**config.mk**
```make
export PLATFORM = sky130hd
export DESIGN_NAME = heartbeat_stall_monitor_unit
export DESIGN_NICKNAME = d
export VERILOG_FILES = /design/src/rtl/hsm_pkg.sv /design/src/rtl/hsm_step.sv /design/src/rtl/heartbeat_stall_monitor_unit.sv
export SDC_FILE = /design/constraint.sdc
export NUM_CORES = 1
export LEC_CHECK = 0
export ABC_CLOCK_PERIOD_IN_PS = 17700
export BUFFER_PORTS_ARGS = -buffer_cell sky130_fd_sc_hd__buf_2
export CAP_MARGIN = 20
export CORE_ASPECT_RATIO = 0.9
export CORE_MARGIN = 3
export CORE_UTILIZATION = 23
export CTS_CLUSTER_DIAMETER = 30
export DETAILED_ROUTE_END_ITERATION = 10
export MAX_ROUTING_LAYER = met4
export PLACE_DENSITY_LB_ADDON = 0.25
export SLEW_MARGIN = 25
export SYNTH_ARGS = -nofsm -noshare
export SYNTH_HDL_FRONTEND = slang
export SYNTH_SLANG_ARGS = --single-unit
```
**constraint.sdc**
```tcl
create_clock -name clk -period 17.7 [get_ports clk]
set_input_delay 5.31 -clock clk [delete_from_list [all_inputs] [get_ports clk]]
set_output_delay 5.31 -clock clk [all_outputs]
set_load 0.05 [all_outputs]
```
**src/rtl/hsm_pkg.sv**
```systemverilog
package hsm_pkg;

	localparam int TIME_W   = 32;
	localparam int CNT_W    = 16;
	localparam int BUDGET_W = 16;
	localparam int HB_W     = 17;
	localparam int CFG_W    = 16;
	localparam int CFG_IDX_W = 3;

	localparam logic [CFG_IDX_W-1:0] REG_HOLD   = 3'd0;
	localparam logic [CFG_IDX_W-1:0] REG_ALARM  = 3'd1;
	localparam logic [CFG_IDX_W-1:0] REG_FAULT  = 3'd2;
	localparam logic [CFG_IDX_W-1:0] REG_RESET  = 3'd3;
	localparam logic [CFG_IDX_W-1:0] REG_BYPASS = 3'd4;

	localparam logic [BUDGET_W-1:0] HOLD_RST  = 16'd1500;
	localparam logic [BUDGET_W-1:0] ALARM_RST = 16'd2500;
	localparam logic [BUDGET_W-1:0] FAULT_RST = 16'd6000;
	localparam logic [BUDGET_W-1:0] RESET_RST = 16'd2500;

	localparam logic signed [HB_W-1:0] HB_NONE = -17'sd1;
	localparam logic [CNT_W-1:0] CNT_MAX = '1;

	typedef enum logic [1:0] {
		HS_INIT  = 2'd0,
		HS_OK    = 2'd1,
		HS_ALARM = 2'd2,
		HS_FAULT = 2'd3
	} health_t;

	typedef struct packed {
		logic [BUDGET_W-1:0] hold_ms;
		logic [BUDGET_W-1:0] alarm_ms;
		logic [BUDGET_W-1:0] fault_ms;
		logic [BUDGET_W-1:0] reset_ms;
		logic                bypass;
	} cfg_t;

	typedef struct packed {
		logic [TIME_W-1:0]      prev_time;
		logic                   time_valid;
		logic signed [HB_W-1:0] prev_hb;
		logic                   change_seen;
		logic [TIME_W-1:0]      change_time;
		logic                   init_f;
		logic                   ok_f;
		logic                   fault_f;
		logic                   alarm_f;
		logic [BUDGET_W-1:0]    fault_left;
		logic [BUDGET_W-1:0]    alarm_left;
		logic [BUDGET_W-1:0]    reset_left;
		health_t                code;
		logic [CNT_W-1:0]       alarm_ev;
		logic [CNT_W-1:0]       fault_ev;
		logic [CNT_W-1:0]       alarm_polls;
		logic [CNT_W-1:0]       fault_polls;
	} mon_state_t;

	function automatic logic [BUDGET_W-1:0] drain(input logic [BUDGET_W-1:0] left,
			input logic [TIME_W-1:0] amount);
		if (amount >= TIME_W'(left))
			return '0;
		return left - amount[BUDGET_W-1:0];
	endfunction

	function automatic logic [BUDGET_W-1:0] refill(input logic [BUDGET_W-1:0] left,
			input logic [TIME_W-1:0] amount, input logic [BUDGET_W-1:0] top);
		logic [BUDGET_W-1:0] room;
		room = top - left;
		if (left >= top)
			return left;
		if (amount >= TIME_W'(room))
			return top;
		return left + amount[BUDGET_W-1:0];
	endfunction

	function automatic logic [CNT_W-1:0] sat_inc(input logic [CNT_W-1:0] v);
		return (v == CNT_MAX) ? v : v + 1'b1;
	endfunction

endpackage

```
**src/rtl/hsm_step.sv**
```systemverilog
module hsm_step import hsm_pkg::*; (
	input  cfg_t                   cfg,
	input  mon_state_t             st,
	input  logic [TIME_W-1:0]      now_ms,
	input  logic signed [HB_W-1:0] heartbeat,
	output mon_state_t             nxt
);

	logic [TIME_W-1:0] dt;
	logic [TIME_W-1:0] stall;

	assign dt    = st.time_valid ? (now_ms - st.prev_time) : '0;
	assign stall = now_ms - st.change_time;

	always_comb begin
		nxt = st;
		nxt.prev_time  = now_ms;
		nxt.time_valid = 1'b1;
		if (!cfg.bypass) begin
			if (heartbeat == HB_NONE) begin
				nxt.init_f = 1'b1;
			end else begin
				if (heartbeat != st.prev_hb) begin
					nxt.prev_hb     = heartbeat;
					nxt.change_seen = 1'b1;
					nxt.change_time = now_ms;
				end else if (st.change_seen) begin
					if (stall > TIME_W'(cfg.hold_ms)) begin
						nxt.change_seen = 1'b0;
						nxt.alarm_left  = drain(st.alarm_left, stall);
						nxt.fault_left  = drain(st.fault_left, stall);
					end
				end

				if (nxt.change_seen) begin
					if (!st.ok_f) begin
						nxt.reset_left = drain(st.reset_left, dt);
						if (nxt.reset_left == '0) begin
							nxt.fault_f    = 1'b0;
							nxt.alarm_f    = 1'b0;
							nxt.ok_f       = 1'b1;
							nxt.code       = HS_OK;
							nxt.reset_left = cfg.reset_ms;
						end
					end
				end else begin
					nxt.fault_left = drain(nxt.fault_left, dt);
					nxt.alarm_left = drain(nxt.alarm_left, dt);
					if (nxt.fault_left == '0 && !st.fault_f) begin
						nxt.fault_f  = 1'b1;
						nxt.alarm_f  = 1'b1;
						nxt.ok_f     = 1'b0;
						nxt.code     = HS_FAULT;
						nxt.fault_ev = sat_inc(st.fault_ev);
					end else if (nxt.alarm_left == '0 && !st.alarm_f) begin
						nxt.alarm_f  = 1'b1;
						nxt.ok_f     = 1'b0;
						nxt.code     = HS_ALARM;
						nxt.alarm_ev = sat_inc(st.alarm_ev);
					end
				end

				if (nxt.fault_f)
					nxt.fault_polls = sat_inc(st.fault_polls);
				else if (nxt.change_seen)
					nxt.fault_left = refill(nxt.fault_left, dt, cfg.fault_ms);

				if (nxt.alarm_f)
					nxt.alarm_polls = sat_inc(st.alarm_polls);
				else if (nxt.change_seen)
					nxt.alarm_left = refill(nxt.alarm_left, dt, cfg.alarm_ms);
			end
		end
	end

endmodule

```
**src/rtl/heartbeat_stall_monitor_unit.sv**
```systemverilog
// A poll transfer reaches the result through the input register, then state and
// result update from one pass of logic.
// Throughput: one poll per cycle while results are taken; a held result stalls input.
// Reset (arst_n low, async): budgets and registers return to their defaults,
// flags, counters and time history clear; no result is pending.
module heartbeat_stall_monitor_unit import hsm_pkg::*; (
	input  logic                   clk,
	input  logic                   arst_n,
	input  logic                   cfg_we,
	input  logic [CFG_IDX_W-1:0]   cfg_index,
	input  logic [CFG_W-1:0]       cfg_data,
	input  logic                   in_valid,
	output logic                   in_ready,
	input  logic [TIME_W-1:0]      now_ms,
	input  logic signed [HB_W-1:0] heartbeat,
	output logic                   out_valid,
	input  logic                   out_ready,
	output logic [1:0]             health_state,
	output logic                   alarm_active,
	output logic                   fault_active,
	output logic                   init_seen,
	output logic [CNT_W-1:0]       alarm_events,
	output logic [CNT_W-1:0]       fault_events,
	output logic [CNT_W-1:0]       alarm_polls,
	output logic [CNT_W-1:0]       fault_polls
);

	cfg_t                   cfg_q;
	mon_state_t             st_q;
	mon_state_t             st_nxt;
	logic                   valid_s1;
	logic [TIME_W-1:0]      now_s1;
	logic signed [HB_W-1:0] hb_s1;
	logic                   adv;

	assign adv      = valid_s1 && (!out_valid || out_ready);
	assign in_ready = !valid_s1 || adv;

	always_ff @(posedge clk or negedge arst_n) begin
		if (!arst_n) begin
			cfg_q.hold_ms  <= HOLD_RST;
			cfg_q.alarm_ms <= ALARM_RST;
			cfg_q.fault_ms <= FAULT_RST;
			cfg_q.reset_ms <= RESET_RST;
			cfg_q.bypass   <= 1'b0;
		end else if (cfg_we) begin
			unique case (cfg_index)
				REG_HOLD:   cfg_q.hold_ms  <= cfg_data;
				REG_ALARM:  cfg_q.alarm_ms <= cfg_data;
				REG_FAULT:  cfg_q.fault_ms <= cfg_data;
				REG_RESET:  cfg_q.reset_ms <= cfg_data;
				REG_BYPASS: cfg_q.bypass   <= cfg_data[0];
				default: ;
			endcase
		end
	end

	always_ff @(posedge clk or negedge arst_n) begin
		if (!arst_n)
			valid_s1 <= 1'b0;
		else if (in_ready)
			valid_s1 <= in_valid;
	end

	always_ff @(posedge clk) begin
		if (in_valid && in_ready) begin
			now_s1 <= now_ms;
			hb_s1  <= heartbeat;
		end
	end

	hsm_step u_step (
		.cfg       (cfg_q),
		.st        (st_q),
		.now_ms    (now_s1),
		.heartbeat (hb_s1),
		.nxt       (st_nxt)
	);

	// state doubles as the result register: it only moves when the slot frees
	always_ff @(posedge clk or negedge arst_n) begin
		if (!arst_n) begin
			st_q.prev_time   <= '0;
			st_q.time_valid  <= 1'b0;
			st_q.prev_hb     <= HB_NONE;
			st_q.change_seen <= 1'b0;
			st_q.change_time <= '0;
			st_q.init_f      <= 1'b0;
			st_q.ok_f        <= 1'b0;
			st_q.fault_f     <= 1'b0;
			st_q.alarm_f     <= 1'b0;
			st_q.fault_left  <= FAULT_RST;
			st_q.alarm_left  <= ALARM_RST;
			st_q.reset_left  <= RESET_RST;
			st_q.code        <= HS_INIT;
			st_q.alarm_ev    <= '0;
			st_q.fault_ev    <= '0;
			st_q.alarm_polls <= '0;
			st_q.fault_polls <= '0;
		end else if (adv) begin
			st_q <= st_nxt;
		end
	end

	always_ff @(posedge clk or negedge arst_n) begin
		if (!arst_n)
			out_valid <= 1'b0;
		else if (adv)
			out_valid <= 1'b1;
		else if (out_ready)
			out_valid <= 1'b0;
	end

	assign health_state = st_q.code;
	assign alarm_active = st_q.alarm_f;
	assign fault_active = st_q.fault_f;
	assign init_seen    = st_q.init_f;
	assign alarm_events = st_q.alarm_ev;
	assign fault_events = st_q.fault_ev;
	assign alarm_polls  = st_q.alarm_polls;
	assign fault_polls  = st_q.fault_polls;

	a_fault_implies_alarm: assert property (@(posedge clk) disable iff (!arst_n)
		st_q.fault_f |-> st_q.alarm_f)
		else $error("fault latched without alarm");

	a_fault_code: assert property (@(posedge clk) disable iff (!arst_n)
		(st_q.code == HS_FAULT) == st_q.fault_f)
		else $error("health code disagrees with fault flag");

	a_alarm_code: assert property (@(posedge clk) disable iff (!arst_n)
		(st_q.code == HS_ALARM) == (st_q.alarm_f && !st_q.fault_f))
		else $error("health code disagrees with alarm flag");

	a_events_monotonic: assert property (@(posedge clk) disable iff (!arst_n)
		(st_q.alarm_ev >= $past(st_q.alarm_ev)) && (st_q.fault_ev >= $past(st_q.fault_ev)))
		else $error("event counter decreased");

	a_hold_result: assert property (@(posedge clk) disable iff (!arst_n)
		out_valid && !out_ready |=> $stable(st_q))
		else $error("state moved while result waits");

endmodule

```
**Yosys cells after proc, flatten, opt, wreduce, memory -nomap -nowiden**

Cells that the tools add are included.

- Output and inout bits: 71
- Bits of input ports: 73
- Register bits after elaboration: 317

- Equality and inequality tests: 12
- $add $sub $neg: 15
- Bitwise gates (word level): 9
- Reduce and logical (&&, ||, !) cells: 32
- Order comparisons: 10
- Muxes and demuxes: 111

Operators with widths:

| operator | count |
|---|---|
| $mux 16 | 33 |
| $mux 32 | 9 |
| $ge 32x16->1 | 7 |
| $sub 16x16->16 | 7 |
| $add 16x1->16 const B | 4 |
| $eq 16x16->1 const B | 4 |
| $sub 32x32->32 | 2 |
| $mux 1 | 59 |
| $logic_not 16->1 | 3 |
| $mux 18 | 2 |
| $add 16x16->16 | 2 |
| $ge 16x16->1 | 2 |
| $gt 32x16->1 | 1 |
| $eq 17x1->1 const B | 1 |
| $ne 17x17->1 | 1 |
| $mux 3 | 5 |
| $reduce_and 5->1 | 3 |
| $reduce_and 6->1 | 2 |
| $reduce_and 2->1 | 5 |
| $not 1->1 | 9 |
| $reduce_and 4->1 | 2 |
| $reduce_and 7->1 | 1 |
| $eq 3x2->1 const B | 2 |
| $mux 2 | 3 |
| other kinds (11) | 20 |

**Longest topological paths before layout**

Gate-level depths: netlist (run 1).

- Word-level depth: 42
- Depth in mapped cells: 63

**Hierarchy**

Synthesis (run 1) repeated with hierarchy kept, for this count alone.

- Cell total of the unflattened synthesis: 3385
- Area, all modules: 30489.2 um^2

Modules (own cells, without submodules):

| module | seq. area each (um^2) | cells an instance | times used | area each (um^2) |
|---|---|---|---|---|
| hsm_step | 0.0 | 2696 | 1 | 18456.5 |
| heartbeat_stall_monitor_unit | 8250.4 | 689 | 1 | 12032.8 |

**Worst setup path after synthesis (run 1)**

OpenSTA, ideal clock, no wires.

- Path kind: in2out
- From: in out_ready
- To: out in_ready
- Cell stages on the path: 1
- Setup slack: 6.597 ns
- Arrival: 5.793 ns
- Path through: nand3b_1

- Longest elaborated chain between the ends: 3

Ends and longest elaborated chain:

| element | line | text |
|---|---|---|
| start, declared | heartbeat_stall_monitor_unit.sv:17 | `input logic out_ready,` |
| $logic_or 1x1->1 | heartbeat_stall_monitor_unit.sv:36 | `assign adv = valid_s1 && (!out_valid \|\| out_ready);` |
| $logic_and 1x1->1 | heartbeat_stall_monitor_unit.sv:36 |  |
| $logic_or 1x1->1 | heartbeat_stall_monitor_unit.sv:37 | `assign in_ready = !valid_s1 \|\| adv;` |
| end, declared | heartbeat_stall_monitor_unit.sv:13 | `output logic in_ready,` |

No other way between the ends.

**Worst setup path in the final report (run 1)**

- From: reg now_s1[0]
- To: reg st_q[87] (netlist bit)

- Longest elaborated chain between the ends: 38

Ends and longest elaborated chain:

| element | line | text |
|---|---|---|
| start, declared | heartbeat_stall_monitor_unit.sv:32 | `logic [TIME_W-1:0] now_s1;` |
| start signal, assigned | heartbeat_stall_monitor_unit.sv:67 | `now_s1 <= now_ms;` |
| $sub 32x32->32 | hsm_step.sv:13 | `assign stall = now_ms - st.change_time;` |
| $ge 32x16->1 | hsm_pkg.sv:61 | `if (amount >= TIME_W'(left))` |
| $mux 1 | hsm_pkg.sv:61 |  |
| $mux 1 | hsm_step.sv:28 | `if (stall > TIME_W'(cfg.hold_ms)) begin` |
| $mux 1 | hsm_step.sv:27 | `end else if (st.change_seen) begin` |
| $mux 1 | hsm_step.sv:23 | `if (heartbeat != st.prev_hb) begin` |
| $mux 1 | hsm_step.sv:20 | `if (heartbeat == HB_NONE) begin` |
| $mux 1 | hsm_step.sv:19 | `if (!cfg.bypass) begin` |
| (+22 left out) | - |  |
| $mux 1 | hsm_step.sv:70 | `else if (nxt.change_seen)` |
| $mux 1 | hsm_step.sv:68 | `if (nxt.alarm_f)` |
| $mux 1 | hsm_step.sv:20 |  |
| $mux 1 | hsm_step.sv:19 |  |
| $mux 16 | hsm_pkg.sv:74 | `return left + amount[BUDGET_W-1:0];` |
| $mux 16 | hsm_pkg.sv:72 | `if (amount >= TIME_W'(room))` |
| $mux 16 | hsm_step.sv:70 |  |
| $mux 16 (*) | hsm_step.sv:68 |  |
| end signal, assigned | heartbeat_stall_monitor_unit.sv:101 | `st_q <= st_nxt;` |
| end, declared | heartbeat_stall_monitor_unit.sv:29 | `mon_state_t st_q;` |

Mark *: on every way between the ends. The rest lies on a longest branch, timed or not. The select of a mux whose other input is x is not followed.
A chain may end at the register's enable or synchronous reset.

==> results of run 1 <==
cell usage after synthesis, types with 20 or more instances:
library cell	instances
nand3_1	66
o21ai_0	174
a22oi_1	32
nand2_1	195
inv_1	308
nand4_1	62
and3_1	31
a211oi_1	26
o21bai_1	21
ha_1	331
nor2_1	158
nor4_1	25
or3_1	21
nand2b_1	41
xor2_1	93
clkbuf_1	74
dfstp_2	58
nor3_1	67
dfrtp_1	210
o31ai_1	20
o21a_1	39
a31oi_1	24
a21oi_1	220
buf_4	68
edfxtp_1	49
nor2b_1	32
xnor2_1	118
a21o_1	103
mux2_2	146
and2_1	33
cells by family after synthesis:
kind of cell / after synthesis
AND/OR/NAND/NOR: 814
XOR/XNOR: 211
multiplexers: 162
adder cells (fa/ha/maj): 342
AO/OA/AOI/OAI: 817
flip-flops: 317
buffers and inverters: 464
registers in the layout (all words and copies together) (netlist names):
signal,cells
init_seen,1
fault_polls,16
st_q,132
hb_s1,17
valid_s1,1
alarm_polls,16
fault_active,1
alarm_events,16
now_s1,32
out_valid,1
health_state,2
cfg_q,65
fault_events,16
alarm_active,1
worst register-to-register path: cells and delay by family, from the launching register on:
| kind | cells | cell delay, ns |
|---|---|---|
| buffers and inverters | 3 | 0.32 |
| AOI/OAI and AO/OA | 31 | 6.52 |
| xor gates and xnor gates | 2 | 0.36 |
| muxes | 1 | 0.42 |
| DFF | 1 | 0.36 |
| and+or+nand+nor | 12 | 3.05 |
| adders and majority gates | 6 | 1.76 |
cell usage in the layout, fill, tap and decap left out, drive strengths merged, types with 31 or more instances in the layout:
cell type  netlist  layout
clkbuf          74     133
mux2           146     146
buf             82     176
dfrtp          210     210
ha             331     331
nand4           62      62
nor2           159     159
xor2            93      93
inv            308     312
and3            31      31
nor2b           32      32
o21a            39      39
dfstp           58      58
a22oi           32      32
a21o           103     103
nand2b          41      41
a21oi          220     220
o21ai          178     178
and2            35      35
edfxtp          49      49
xnor2          118     118
nand2          196     196
nand3           66      66
nor3            74      74
per-stage QoR:
step	total power (µW)	instance area (µm²)	instances	utilization (%)	worst slack, ns
2_1_floorplan	3490	27800	3127	-	6.60
3_3_place_gp	4490	30000	4733	25.1	5.06
3_5_place_dp	4480	30000	4733	25.1	4.90
4_1_cts	6370	33400	4923	28.0	4.87
5_1_grt	6840	33500	4927	28.0	3.34
6_report	6360	33500	4927	28.0	4.77
power groups by stage:
stage | Combinational (µW) | Clock [µW] | Sequential, µW
global placement | 3440 | 0 | 1050
detailed placement | 3440 | 0 | 1040
CTS | 3460 | 1880 | 1040
global route | 3870 | 1920 | 1050
finish | 3500 | 1820 | 1040
floorplan | 2500 | 0 | 986
worst max path at each step:
stage / slack (ns) / to / start
2_1_floorplan: 6.60 / in_ready / out_ready
3_3_place_gp: 5.06 / st_q[86]$_DFFE_PN0P_ / now_s1[0]$_DFFE_PP_
3_5_place_dp: 4.90 / st_q[111]$_DFFE_PN0P_ / now_s1[2]$_DFFE_PP_
4_1_cts: 4.87 / st_q[87]$_DFFE_PN0P_ / now_s1[0]$_DFFE_PP_
5_1_grt: 3.34 / st_q[96]$_DFFE_PN0P_ / now_s1[0]$_DFFE_PP_
6_report: 4.77 / st_q[87]$_DFFE_PN0P_ / now_s1[0]$_DFFE_PP_
final cells by class:
type	instances	area [µm²]	share of cell area (%)
inverter	308	1160	3.46
tap	1586	1980	5.93
clock inverter	57	714	2.14
multi-input combinational	2346	17600	52.6
clock buffer	133	2770	8.27
sequential	317	8250	24.7
timing repair buffer	176	986	2.95
antenna	4	10.0	0.0299
layer usage:
layer / GRT usage (%) / up-vias / share of wire, %
met5: - / - / 0
met4: 5.27 / 0 / 3.3
met3: 4.88 / 161 / 8.6
met2: 21.9 / 752 / 40
met1: 21.8 / 11400 / 48
li1: - / 11500 / -
==> metrics.cfg, run 1 <==
[status]
status = complete, no violations

[yosys]
synthTopCellsByArea = dfrtp_1 (19%), ha_1 (15%), mux2_2 (5.9%)
synth_nets = 3542
synthFlopType = dfrtp_1
synth_xor_area_share_pct = 6.64
synth-edff-count = 49
synthSimpleGateAreaFrac_pct = 15.1
avgSynthCellArea_um2 = 8.90
synth_top_family_by_area = compound AO/OA/AOI/OAI gates
async_flop_share_pct = 84.5
synth_compound_area_share_pct = 19.2
synth_area_um2 = 27800
seq_area_frac_synth_pct = 29.6
synthMuxAreaShare_pct = 6.48
synthAdderAreaFrac_pct = 15.7
yosysWarnings = 0
synth_area_leader_cell = dfrtp_1
synth.top_cell.area_share_pct = 18.9
synthCells = 3127
synth_cell_types = 90
ys_ff_latch = 317

[sta]
slew_viol_final = 0
rsz0062_at_grt = false
max-slew-margin-rel_pct = 24.4
fin_crit_sh_pct = 73.0
worst_pin_slew_ns = 1.13
period_needed_ns = 12.93
worst_clock_skew_ns = 0.0408
finalHoldViolCount = 0
finalSetupViolCount = 0
tns_ns = 0
hold_ws_ns = 0.465
fmax_mhz = 77.3

[cts]
cts_hold_buffers = 0
cts_resized = 0
cts_tree = yes
clockRootBuffer = clkbuf_16
cts_made_buffers = 100
cts_sinks = 317
post_cts_buffers = 0
clkTransAtPathRegs_ns = 0.04
htree_levels = 3
clk_latency_ns = 0.69
clockBufferDepth = 3

[layout]
drive_gt1_share_pct = 18.0
fillers = 12800
fin_nets = 3664
area_growth_pct = 20.2

[setup_path]
critPathTopFamily = compound AO/OA/AOI/OAI gates
crit_buf_inv = 3
crit_type = flop to flop
path_common_cell = o21ai_0
required_ns = 18.21
critPathCaptureType = flop
reg2reg_depth = 55
reg2reg_to = st_q[87]$_DFFE_PN0P_
r2r-start = now_s1[0]$_DFFE_PP_
crit_cells = 55
slowest_stage = nand4_1
cp-start-kind = flop
r2r_setup_slack_ns = 4.77
cp_max_fo = 18
crit_arrival_ns = 13.44
cpPeakStageDelay_ns = 0.76

[detailed_routing]
dr.pass1.iters = 5
initialDrtViolationCount = 1834
antenna_left = 0
wl_um = 99300
vias = 23800
drc = 0
vias_per_cell = 4.83
wl_per_cell_um = 20.1

[floorplanning]
core_area_um2 = 120000
die_width_um = 373
row_count = 120
num_io_pins = 144
die_y_um = 336
die-area_um2 = 125000
initial_utilization_pct = 23.3

[placed_design]
dp_hpwl_um = 75400
place.gp.congestion = 0.937
portBuffers = 143

[pwr]
ir_drop_mv = 0.0883
combPwrFrac_pct = 55.0
p_int_uw = 3500
powerDensity_nw_per_um2 = 190
seqPwrFrac_pct = 16.4
power.switching_uw = 2860
pwr-share-clk_pct = 28.7
sw_frac_of_total_pct = 44.9
p_leak_uw = 0.0152

[global_routing]
grt_pass1_vias = 22700
grt_max_degree = 134
grt_use_total_pct = 15.9
antenna_found_initial = 14
gr-total-overflow = 0
grt_first_pass_wirelength_um = 146000

[worst_hold_path]
min_to = st_q[151]$_DFFE_PN1P_
hold_class = flop to flop
hold_start = st_q[151]$_DFFE_PN1P_
holdPathStages = 2

[run]
max_cap_viol_count = 0

Note: power is estimated with default switching activity, not from simulation.
==> run 2: changes to the inputs <==
Settings changed: ABC_CLOCK_PERIOD_IN_PS 17700 to 12100.
Clock period 17.7 ns to 12.1 ns, I/O delays scaled along.
==> run 2 against run 1 <==
  * Global-route usage is 0.22 points higher
  * Cell count is 0.45% higher
  * Non-clock buffer count is 27 higher
==> metrics.cfg, run 2 (same netlist as run 1, synthesis figures left out) <==
[setup_path]
reg2reg_depth = 53  ; -3.6%
crit_type = flop to flop
cpPeakStageDelay_ns = 0.49  ; -0.27 ns
cp-start-kind = flop
crit_arrival_ns = 11.85  ; -1.59 ns
path_common_cell = a21o_1
slowest_stage = or3_1
cp-startpoint = now_s1[4]$_DFFE_PP_
cp_max_fo = 27  ; +9
r2r-start = now_s1[4]$_DFFE_PP_
required_ns = 12.68  ; -5.53 ns
critPathCaptureType = flop

[layout]
fin_nets = 3688  ; +0.66%
mostFrequentLayoutCells = ha_1 (331), inv_1 (308), a21oi_1 (218)
post-route-util_pct = 28.3  ; +0.32 points
reg_top3 = st_q x132, cfg_q x65, now_s1 x32
largest_reg_flops = 132  ; unchanged
area_growth_pct = 21.6
regMostFlops = st_q
fillers = 13000  ; +0.89%
stdcell_count = 4949  ; +0.45%
layout_commonest_cell = ha_1
drive_gt1_share_pct = 19.1  ; +1.2 points

[sta]
fin_crit_sh_pct = 93.1  ; +20 points
period_needed_ns = 11.26  ; -1.67 ns
finalSetupViolCount = 0  ; unchanged
worst_clock_skew_ns = 0.0361  ; -0.00468 ns
max-slew-margin-rel_pct = 29.0  ; +4.6 points
rsz0062_at_grt = false
fmax_mhz = 88.8  ; +15%
worst_pin_slew_ns = 1.06  ; -0.0614 ns
tns_ns = 0  ; unchanged
finalHoldViolCount = 0  ; unchanged
slew_viol_final = 0  ; unchanged

[worst_hold_path]
holdPathStages = 2  ; unchanged
hold_start = st_q[151]$_DFFE_PN1P_
hold_class = flop to flop

[detailed_routing]
wl_per_cell_um = 20.2  ; +0.24%
initialDrtViolationCount = 1854  ; +1.1%
antenna_left = 0  ; unchanged
wl_um = 99900  ; +0.69%
dr.pass1.iters = 5  ; unchanged
vias_per_cell = 4.83  ; about the same
vias = 23900  ; +0.45%
drc = 0  ; unchanged

[global_routing]
gr-total-overflow = 0  ; unchanged
grt_pass1_vias = 23200  ; +2.2%
grt_max_degree = 96  ; -28%
antenna_found_initial = 16  ; +2
grt_use_total_pct = 16.1  ; +0.22 points
grt_first_pass_wirelength_um = 149000  ; +1.8%

[floorplanning]
die_width_um = 373  ; unchanged
core_area_um2 = 120000  ; unchanged
num_io_pins = 144  ; unchanged
die_y_um = 336  ; unchanged
row_count = 120  ; unchanged
initial_utilization_pct = 23.3  ; unchanged
die-area_um2 = 125000  ; unchanged

[pwr]
powerDensity_nw_per_um2 = 281  ; +48%
p_leak_uw = 0.0154  ; +1.2%
ir_drop_mv = 0.110  ; +25%

[cts]
clockRootBuffer = clkbuf_16
cts_hold_buffers = 0  ; unchanged
cts_sinks = 317  ; unchanged
clkTransAtPathRegs_ns = 0.04  ; about the same
cts_made_buffers = 97  ; -3.0%
clk_latency_ns = 0.69  ; about the same
htree_levels = 3  ; unchanged
clockBufferDepth = 3  ; unchanged
cts_tree = yes

[placed_design]
portBuffers = 143  ; unchanged
place.gp.congestion = 0.913  ; -2.5%
dp_cells = 4757  ; +0.51%
dp_hpwl_um = 76000  ; +0.84%

[status]
status = complete, no violations

[run]
max_cap_viol_count = 0  ; unchanged

run 2: cell types whose count changed in the layout (fill, tap and decap cells not counted), sizes merged:
cell / change
buf: +27
clkbuf: -18
bufinv: +8
clkinvlp: +6
clkinv: -1
diode: +1
inv: -1
run 2: layout make-up:
cell class              count  area (µm²)  share of cell area [%]
repair buffers            203        1180                    3.49
inverters                 308        1160                    3.42
diodes                      5        12.5                  0.0370
well taps                1586        1980                    5.87
multi-input cells        2346       17700                    52.2
clock buffers             115        2600                    7.67
clock inverters            69         992                    2.93
flip-flops and latches    317        8250                    24.4
run 2: per-layer routing:
metal / vias up / global-route usage [%] / share of wire [%]
met5: - / - / 0
met4: 0 / 4.94 / 2.9
met3: 154 / 3.79 / 7.0
met2: 711 / 22.5 / 41
met1: 11600 / 22.7 / 49
li1: 11500 / - / -
run 2: worst max-delay path: cells and delay by family, from the launching register on:
family,cells,cell delay (ns)
simple gates,8,1.69
flops,1,0.43
fa+ha+maj,6,1.80
compound gates,33,6.19
buf+inv,4,0.67
xor+xnor,2,0.34
run 2: final timing paths:
kind | end | slack (ns)
worst max-delay path | st_q[111]$_DFFE_PN0P_ | 0.84
worst min-delay path | st_q[151]$_DFFE_PN1P_ | 0.46
worst max register to register | st_q[111]$_DFFE_PN0P_ | 0.84
worst min register to register | st_q[151]$_DFFE_PN1P_ | 0.46
max in group asynchronous | cfg_q[2]$_DFFE_PN0P_ | 7.62
min in group asynchronous | st_q[196]$_DFFE_PN0P_ | 3.00
run 2: what timing repair did:
action	in CTS	in global routing
setup endpoints to repair	0	32
buffers inserted	0	3
endpoints found under the hold margin	0	0
resized for setup	0	27
run 2: through the flow:
step / worst slack, ns / hold WS, ns / power [µW] / cell area [µm²]
floorplan: 1.28 / 0.446 / 5100 / 27800
global placement: 0.563 / 0.453 / 6640 / 30100
detailed placement: 0.319 / 0.461 / 6600 / 30100
CTS: 0.257 / 0.465 / 9470 / 33700
global route: 0.00402 / 0.484 / 10200 / 33800
finish: 0.836 / 0.464 / 9510 / 33800
run 2: report_power, final:
part	switching, µW	internal, µW	leakage, µW
sequential	215	1310	0.00367
clock	820	1950	0.00170
combinational	3170	2040	0.0100
total	4200	5310	0.0154
